## src/hw/rtl/qsu_pkg.sv

```systemverilog
// package: codes, types and utf-8 encoder for the quoted string unescaper
`timescale 1ns / 1ps

package qsu_pkg;

  localparam int MAX_RES = 5;
  localparam int CNT_W   = 3;

  localparam logic [1:0] PH_WAIT = 2'd0;
  localparam logic [1:0] PH_IN   = 2'd1;
  localparam logic [1:0] PH_ESC  = 2'd2;
  localparam logic [1:0] PH_HEX  = 2'd3;

  localparam logic [1:0] K_DATA   = 2'd0;
  localparam logic [1:0] K_CLOSED = 2'd1;
  localparam logic [1:0] K_SYNTAX = 2'd2;
  localparam logic [1:0] K_UNTERM = 2'd3;

  localparam logic [20:0] CH_QUOTE  = 21'h22;
  localparam logic [20:0] CH_BSLASH = 21'h5c;
  localparam logic [20:0] CH_LF     = 21'h0a;
  localparam logic [20:0] CH_N      = 21'h6e;
  localparam logic [20:0] CH_T      = 21'h74;
  localparam logic [20:0] CH_U      = 21'h75;
  localparam logic [20:0] CH_0      = 21'h30;
  localparam logic [20:0] CH_9      = 21'h39;
  localparam logic [20:0] CH_A      = 21'h61;
  localparam logic [20:0] CH_F      = 21'h66;

  localparam logic [7:0] BYTE_LF     = 8'h0a;
  localparam logic [7:0] BYTE_TAB    = 8'h09;
  localparam logic [7:0] BYTE_BSLASH = 8'h5c;

  typedef struct packed {
    logic [7:0] data;
    logic [1:0] kind;
  } res_t;

  typedef struct packed {
    logic [1:0]  phase;
    logic [15:0] hex_value;
    logic [2:0]  hex_count;
  } st_t;

  typedef struct packed {
    res_t [MAX_RES-1:0] res;
    logic [CNT_W-1:0]   cnt;
    st_t                st;
  } dec_t;

  typedef struct packed {
    logic [2:0]      len;
    logic [3:0][7:0] b;
  } utf8_t;

  function automatic utf8_t utf8_enc(input logic [20:0] cp);
    utf8_t u;
    u = '0;
    if (cp < 21'h80) begin
      u.len  = 3'd1;
      u.b[0] = {1'b0, cp[6:0]};
    end else if (cp < 21'h800) begin
      u.len  = 3'd2;
      u.b[0] = {3'b110, cp[10:6]};
      u.b[1] = {2'b10, cp[5:0]};
    end else if (cp < 21'h10000) begin
      u.len  = 3'd3;
      u.b[0] = {4'b1110, cp[15:12]};
      u.b[1] = {2'b10, cp[11:6]};
      u.b[2] = {2'b10, cp[5:0]};
    end else begin
      u.len  = 3'd4;
      u.b[0] = {5'b11110, cp[20:18]};
      u.b[1] = {2'b10, cp[17:12]};
      u.b[2] = {2'b10, cp[11:6]};
      u.b[3] = {2'b10, cp[5:0]};
    end
    return u;
  endfunction

endpackage

```

## src/hw/rtl/qsu_decode.sv

```systemverilog
// decoder: next state and result list for one input character
`timescale 1ns / 1ps

module qsu_decode import qsu_pkg::*; (
  input  logic [20:0] ch,
  input  logic        buffer_end,
  input  st_t         st,
  output dec_t        dec
);

  always_comb begin
    st_t              s;
    logic             single_en;
    res_t             single;
    logic             pre_en;
    logic             enc_en;
    logic [20:0]      enc_cp;
    utf8_t            u;
    logic [CNT_W-1:0] n;
    logic [3:0]       digit;
    logic             digit_ok;
    logic [2:0]       cnt_inc;
    res_t [MAX_RES-1:0] r;

    s         = st;
    single_en = 1'b0;
    single    = '{data: 8'h00, kind: K_DATA};
    pre_en    = 1'b0;
    enc_en    = 1'b0;
    enc_cp    = ch;
    digit     = 4'd0;
    digit_ok  = 1'b0;
    cnt_inc   = 3'(st.hex_count + 3'd1);

    unique case (st.phase)
      PH_WAIT: begin
        if (ch == CH_QUOTE) begin
          s.phase = PH_IN;
        end else begin
          single_en = 1'b1;
          single    = '{data: 8'h00, kind: K_SYNTAX};
        end
      end
      PH_IN: begin
        if (ch == CH_BSLASH) begin
          s.phase = PH_ESC;
        end else if (ch == CH_QUOTE) begin
          single_en = 1'b1;
          single    = '{data: 8'h00, kind: K_CLOSED};
          s.phase   = PH_WAIT;
        end else begin
          enc_en = 1'b1;
        end
      end
      PH_ESC: begin
        s.phase = PH_IN;
        if (ch == CH_N || ch == CH_LF) begin
          single_en = 1'b1;
          single    = '{data: BYTE_LF, kind: K_DATA};
        end else if (ch == CH_T) begin
          single_en = 1'b1;
          single    = '{data: BYTE_TAB, kind: K_DATA};
        end else if (ch == CH_BSLASH) begin
          single_en = 1'b1;
          single    = '{data: BYTE_BSLASH, kind: K_DATA};
        end else if (ch == CH_U) begin
          s.hex_value = 16'h0000;
          s.hex_count = 3'd0;
          s.phase     = PH_HEX;
        end else begin
          pre_en = 1'b1;
          enc_en = 1'b1;
        end
      end
      PH_HEX: begin
        if (ch >= CH_0 && ch <= CH_9) begin
          digit_ok = 1'b1;
          digit    = ch[3:0];
        end else if (ch >= CH_A && ch <= CH_F) begin
          digit_ok = 1'b1;
          digit    = 4'(ch[3:0] + 4'd9);
        end
        if (!digit_ok) begin
          single_en   = 1'b1;
          single      = '{data: 8'h00, kind: K_SYNTAX};
          s.phase     = PH_WAIT;
          s.hex_value = 16'h0000;
          s.hex_count = 3'd0;
        end else if (cnt_inc >= 3'd4) begin
          enc_en      = 1'b1;
          enc_cp      = {5'd0, st.hex_value[11:0], digit};
          s.hex_value = 16'h0000;
          s.hex_count = 3'd0;
          s.phase     = PH_IN;
        end else begin
          s.hex_value = {st.hex_value[11:0], digit};
          s.hex_count = cnt_inc;
        end
      end
      default: begin
        s = st;
      end
    endcase

    u = utf8_enc(enc_cp);

    // assemble the result list, capped at the buffer depth
    r = '0;
    n = '0;
    if (single_en) begin
      r[0] = single;
      n    = CNT_W'(1);
    end
    if (pre_en) begin
      r[0] = '{data: BYTE_BSLASH, kind: K_DATA};
      n    = CNT_W'(1);
    end
    if (enc_en) begin
      for (int i = 0; i < 4; i++) begin
        if (3'(i) < u.len) begin
          r[CNT_W'(n + CNT_W'(i))] = '{data: u.b[i], kind: K_DATA};
        end
      end
      n = CNT_W'(n + u.len);
    end

    if (buffer_end && s.phase != PH_WAIT) begin
      if (n < CNT_W'(MAX_RES)) begin
        r[n] = '{data: 8'h00, kind: K_UNTERM};
        n    = CNT_W'(n + CNT_W'(1));
      end
      s.phase     = PH_WAIT;
      s.hex_value = 16'h0000;
      s.hex_count = 3'd0;
    end

    dec.res = r;
    dec.cnt = n;
    dec.st  = s;
  end

endmodule

```

## src/hw/rtl/quoted_string_unescape_utf8_unit.sv

```systemverilog
// top level: quoted string unescaper with utf-8 result buffer
`timescale 1ns / 1ps

// Takes one code point per item and decodes a double-quoted string with
// \n, \t, \\, backslash-newline and \uXXXX escapes into UTF-8 bytes. Each
// item gives zero to five results (data byte, string closed, syntax error or
// unterminated string); out_final_res marks the last result of an item. An
// item is decoded in the cycle it is accepted and its results go into a
// small buffer that drains one result per cycle while out_stall is low. A
// new item is accepted while the last result of the previous one is taken,
// so single-byte characters run at one item per cycle while out_stall is
// low; an item with more results holds the input until its last is taken.
module quoted_string_unescape_utf8_unit import qsu_pkg::*; (
  input  logic        clk,
  input  logic        rst_n,
  input  logic [20:0] in_ch,
  input  logic        in_buffer_end,
  input  logic        in_valid,
  output logic        in_stall,
  output logic [7:0]  out_byte,
  output logic [1:0]  out_kind,
  output logic        out_final_res,
  output logic        out_valid,
  input  logic        out_stall
);

  st_t                st_r;
  dec_t               dec;
  res_t [MAX_RES-1:0] res_r;
  logic [CNT_W-1:0]   cnt_r;
  logic [CNT_W-1:0]   idx_r;
  logic [CNT_W-1:0]   idx_nxt;
  logic               last_idx;
  logic               out_take;
  logic               in_take;

  qsu_decode u_decode (
    .ch         (in_ch),
    .buffer_end (in_buffer_end),
    .st         (st_r),
    .dec        (dec)
  );

  assign out_valid     = (cnt_r != '0);
  assign last_idx      = (idx_r == CNT_W'(cnt_r - CNT_W'(1)));
  assign out_take      = out_valid && !out_stall;
  assign in_stall      = out_valid && !(out_take && last_idx);
  assign in_take       = in_valid && !in_stall;
  assign idx_nxt       = CNT_W'(idx_r + CNT_W'(1));

  assign out_byte      = res_r[idx_r].data;
  assign out_kind      = res_r[idx_r].kind;
  assign out_final_res = last_idx;

  always_ff @(posedge clk) begin
    if (!rst_n) begin
      st_r  <= '{phase: PH_WAIT, hex_value: 16'h0000, hex_count: 3'd0};
      cnt_r <= '0;
      idx_r <= '0;
    end else begin
      if (in_take) begin
        st_r  <= dec.st;
        cnt_r <= dec.cnt;
        idx_r <= '0;
      end else if (out_take) begin
        if (last_idx) begin
          cnt_r <= '0;
          idx_r <= '0;
        end else begin
          idx_r <= idx_nxt;
        end
      end
    end
  end

  // result payload
  always_ff @(posedge clk) begin
    if (in_take) begin
      res_r <= dec.res;
    end
  end

endmodule

```

## config.mk

```make
export PLATFORM = sky130hd
export DESIGN_NAME = quoted_string_unescape_utf8_unit
export DESIGN_NICKNAME = d
export VERILOG_FILES = /design/src/hw/rtl/qsu_pkg.sv /design/src/hw/rtl/qsu_decode.sv /design/src/hw/rtl/quoted_string_unescape_utf8_unit.sv
export SDC_FILE = /design/constraint.sdc
export NUM_CORES = 1
export LEC_CHECK = 0
export ABC_CLOCK_PERIOD_IN_PS = 4100
export CAP_MARGIN = 20
export CORE_MARGIN = 8
export CORE_UTILIZATION = 55
export DETAILED_ROUTE_END_ITERATION = 8
export DONT_BUFFER_PORTS = 1
export PLACE_DENSITY = 0.76
export SYNTH_ARGS = -nofsm -noshare
export SYNTH_HDL_FRONTEND = slang
export SYNTH_HIERARCHICAL = 1
export SYNTH_SLANG_ARGS = --single-unit
```

## constraint.sdc

```tcl
create_clock -name clk -period 4.1 [get_ports clk]
set_clock_uncertainty 0.15 [all_clocks]
set_input_delay 0.205 -clock clk [delete_from_list [all_inputs] [get_ports clk]]
set_output_delay 0.205 -clock clk [all_outputs]
set_load 0.05 [all_outputs]
```

* After elaboration in Yosys (flattened, before gate mapping)
Index checks and enable logic that the tools add are counted.
Widths: inputs -> output; s select.
** Cells by class
- Equality and inequality tests :: 14
- Muxes and demuxes :: 92
- Add/subtract/negate cells :: 9
- Order comparisons :: 24
- Bitwise gates (word level) :: 4
- Reduce and logical (&&, ||, !) cells :: 25
** Operator list (count)
- $mux 50 :: 10
- $bwmux 50 :: 4
- $mux 21 :: 9
- $demux 10 s3 :: 5
- $mux 10 :: 11
- $eq 21x7->1 const B :: 4
- $and 40x40->40 :: 1
- $not 40->40 :: 1
- $pmux 10 s4 :: 1
- $pmux 19 s2 :: 1
- $mux 16 :: 2
- $bmux 10 s3 :: 1
- $mux 3 :: 10
- $mux 24 :: 1
- $mux 22 :: 1
- $eq 21x4->1 const B :: 1
- $eq 21x6->1 const B :: 1
- $ge 21x6->1 const B :: 1
- $ge 21x7->1 const B :: 1
- $le 21x6->1 const B :: 1
- $le 21x7->1 const B :: 1
- $lt 21x12->1 const B :: 1
- $lt 21x17->1 const B :: 1
- $lt 21x8->1 const B :: 1
- other kinds (39) :: 97
** Storage, ports and cells
- Register bits :: 73

* Logic depth before layout (Yosys ltp)
- Depth after elaboration :: 28
- Mapped depth :: 20

* Cells and area by module
Netlist, hierarchy kept.
** Modules (own cells, without submodules)
- quoted_string_unescape_utf8_unit :: area an instance 3186.8 um^2, seq. area each 2042.0 um^2, cells each 233, times used 1
- qsu_decode :: area an instance 2509.9 um^2, seq. area each 0.0 um^2, cells each 400, times used 1

* Worst setup path before layout
No wires, ideal clock.
- Path type :: input -> register
- From :: input port in_ch[15]
- To :: register res_r[18] in the netlist's numbering, data pin
- Setup slack :: -134 ps
- Library setup time :: 267 ps
- Stages on the path :: 18
- Data arrival time :: 3817 ps
- Cells stage by stage :: or4_4 > or4_1 > buf_6 > nor3_4 > a21oi_1 > a211oi_2 > and2_1 > buf_4 > inv_4 > buf_6 > ha_1 > ha_1 > xnor2_1 > nand2_1 > nor2_1 > nand2_1 > a21oi_1 > nor3b_1
** RTL lines
- from (decl) :: RTL line quoted_string_unescape_utf8_unit.sv:16 : input logic [20:0] in_ch,
- to (signal assigned) :: RTL line quoted_string_unescape_utf8_unit.sv:79 : res_r <= dec.res;
- to (decl) :: RTL line quoted_string_unescape_utf8_unit.sv:29 : res_t [MAX_RES-1:0] res_r;

==> impl_metrics.json <==
{
  "layout.area.seq_um2": 1960,
  "io_buffers": 0,
  "num_rows": 36,
  "ff2ff_path_depth": 14,
  "core_um2": 9730,
  "crit_chain": "inv_1 > ha_1 > or4b_1 > o22a_1 > nor2_1 > a21oi_1 > a211oi_2 > and2_1 > inv_4 > ha_1 > ha_1 > xnor2_2 > nand2_1 > nor2_1 > nand3_1 > nand2_1 > o31ai_1",
  "synthCells": 609,
  "vias": 4782,
  "end_kind": "flip-flop",
  "worst_path_largest_cell_delay_ns": 0.53,
  "timing.fmax_mhz": 271,
  "dpl_worst_slack_ns": 0.134,
  "ant_nets": 0,
  "fin_hold_ws_ns": 0.0433,
  "start_kind": "input pin",
  "rsz0062_at_grt": "false",
  "period_needed_ns": 3.70,
  "worst_slack_ns": 0.405,
  "grt_pass1_vias": 4547,
  "grt_max_degree": 70,
  "hold_class": "in2reg",
  "postSynthAreaPerCell_um2": 9.03,
  "final-max-slew-violation-count": 0,
  "numCtsBuffers": 9,
  "cp.required_ns": 4.04,
  "crit_top_cell": "ha_1",
  "ios": 39,
  "cts_buffer_depth": 2,
  "cts_tree": "yes",
  "clkSlewWorstSetupHoldPaths_ns": 0.08,
  "dr.pass1.iters": 6,
  "post-route-period-util_pct": 90.1,
  "hpwl_mm": 11.2,
  "setup_tns_ns": 0,
  "fillCellCount": 848,
  "grt_pass1_wl_mm": 24.0,
  "cts_root_buffer": "clkbuf_8",
  "cts-hold-fix-buffers": 4,
  "die_w_um": 116,
  "h-tree-depth": 3,
  "drt-total-wl_mm": 15.0,
  "area_growth_pct": 6.50,
  "maxSlewHeadroom_pct": 33.9,
  "track_usage_pct": 22.6,
  "critPathKind": "in2reg",
  "multiInputGateArea_um2": 3160,
  "gp_congestion": 0.977,
  "power_density_nw_per_um2": 272,
  "diodes": 0,
  "wl_per_cell_um": 20.1,
  "drc": 0,
  "grt_overflow": 0,
  "fin_nets": 645,
  "initial_core_util_pct": 56.5,
  "hold_viol": 0,
  "slowest_stage": "or4b_1",
  "drive_gt1_share_pct": 15.8,
  "setup-violations-final": 0,
  "drt_iter0_drc": 506,
  "worst_pin_slew_ns": 0.985,
  "layout_commonest_cell": "nand2_1",
  "hold_depth": 3,
  "antenna_found_initial": 0,
  "outcome": "finished clean",
  "cts_setup_buffers": 0,
  "layout_common_cells": "nand2_1 (88), nor2_1 (51), edfxtp_1 (50)",
  "cp.arrival_ns": 3.64,
  "viasPerCell": 6.41,
  "peakVddDrop_uv": 146,
  "cts_resized": 0,
  "die_h_um": 116,
  "yosysWarnings": 6,
  "clk_latency_ns": 0.34,
  "final_util_pct": 60.2,
  "clock-sinks": 73,
  "dieArea_um2": 13500,
  "max-cap-violations": 0,
  "cp_max_fo": 7,
  "total_leakage_power_nw": 2.06,
  "syn_area_um2": 5500
}
## worst paths after layout
path | endpoint | slack [ns] | start
worst max-delay path | res_r[13]$_DFFE_PP_ | 0.40 | in_ch[1]
worst min-delay path | st_r[13]$_SDFFE_PN0P_ | 0.04 | rst_n
worst max register to register | res_r[13]$_DFFE_PP_ | 0.41 | st_r[0]$_SDFFE_PN0P_
worst min register to register | st_r[1]$_SDFFE_PN0P_ | 0.34 | st_r[1]$_SDFFE_PN0P_
## registers in the layout, indices dropped and copies added, names as in the netlist
| name | cells |
|---|---|
| res_r | 50 |
| st_r | 17 |
| cnt_r | 3 |
| idx_r | 3 |
## where the power goes
part	internal [mW]	switching, mW	total [mW]
sequential	0.822	0.0142	0.836
clock	0.257	0.284	0.541
combinational	0.0716	0.145	0.217
total	1.15	0.443	1.59
## layer usage
metal | vias to the layer above | GRT usage (%) | routed length [um]
met5 | - | 0 | 0
met4 | 0 | 8.99 | 552
met3 | 40 | 3.65 | 1160
met2 | 249 | 37.8 | 7050
met1 | 2255 | 28.6 | 6260
li1 | 2238 | - | -
## metrics by stage
stage / area (um2) / std cells / total power [mW]
final: 5860 / 746 / 1.59
after global routing: 5860 / 746 / 1.65
after CTS: 5850 / 745 / 1.60
after detailed placement: 5610 / 725 / 1.06
after global placement: 5610 / 725 / 1.05
after floorplan: 5520 / 611 / 1.04
## critical path, delay by kind of cell
kind,cells,cell delay [ns]
and+or+nand+nor,7,1.52
xor gates and xnor gates,1,0.29
AOI/OAI and AO/OA,4,0.86
adders and majority gates,3,0.65
buffers and inverters,2,0.12
## final cells by class
class,instances,area share [%]
clock inverters,6,0.662
repair buffers,34,4.70
multi-input cells,464,54.0
well taps,133,2.84
flip-flops and latches,73,33.5
inverters,26,1.79
clock buffers,10,2.54
Note: power is estimated with default switching activity, not from simulation.
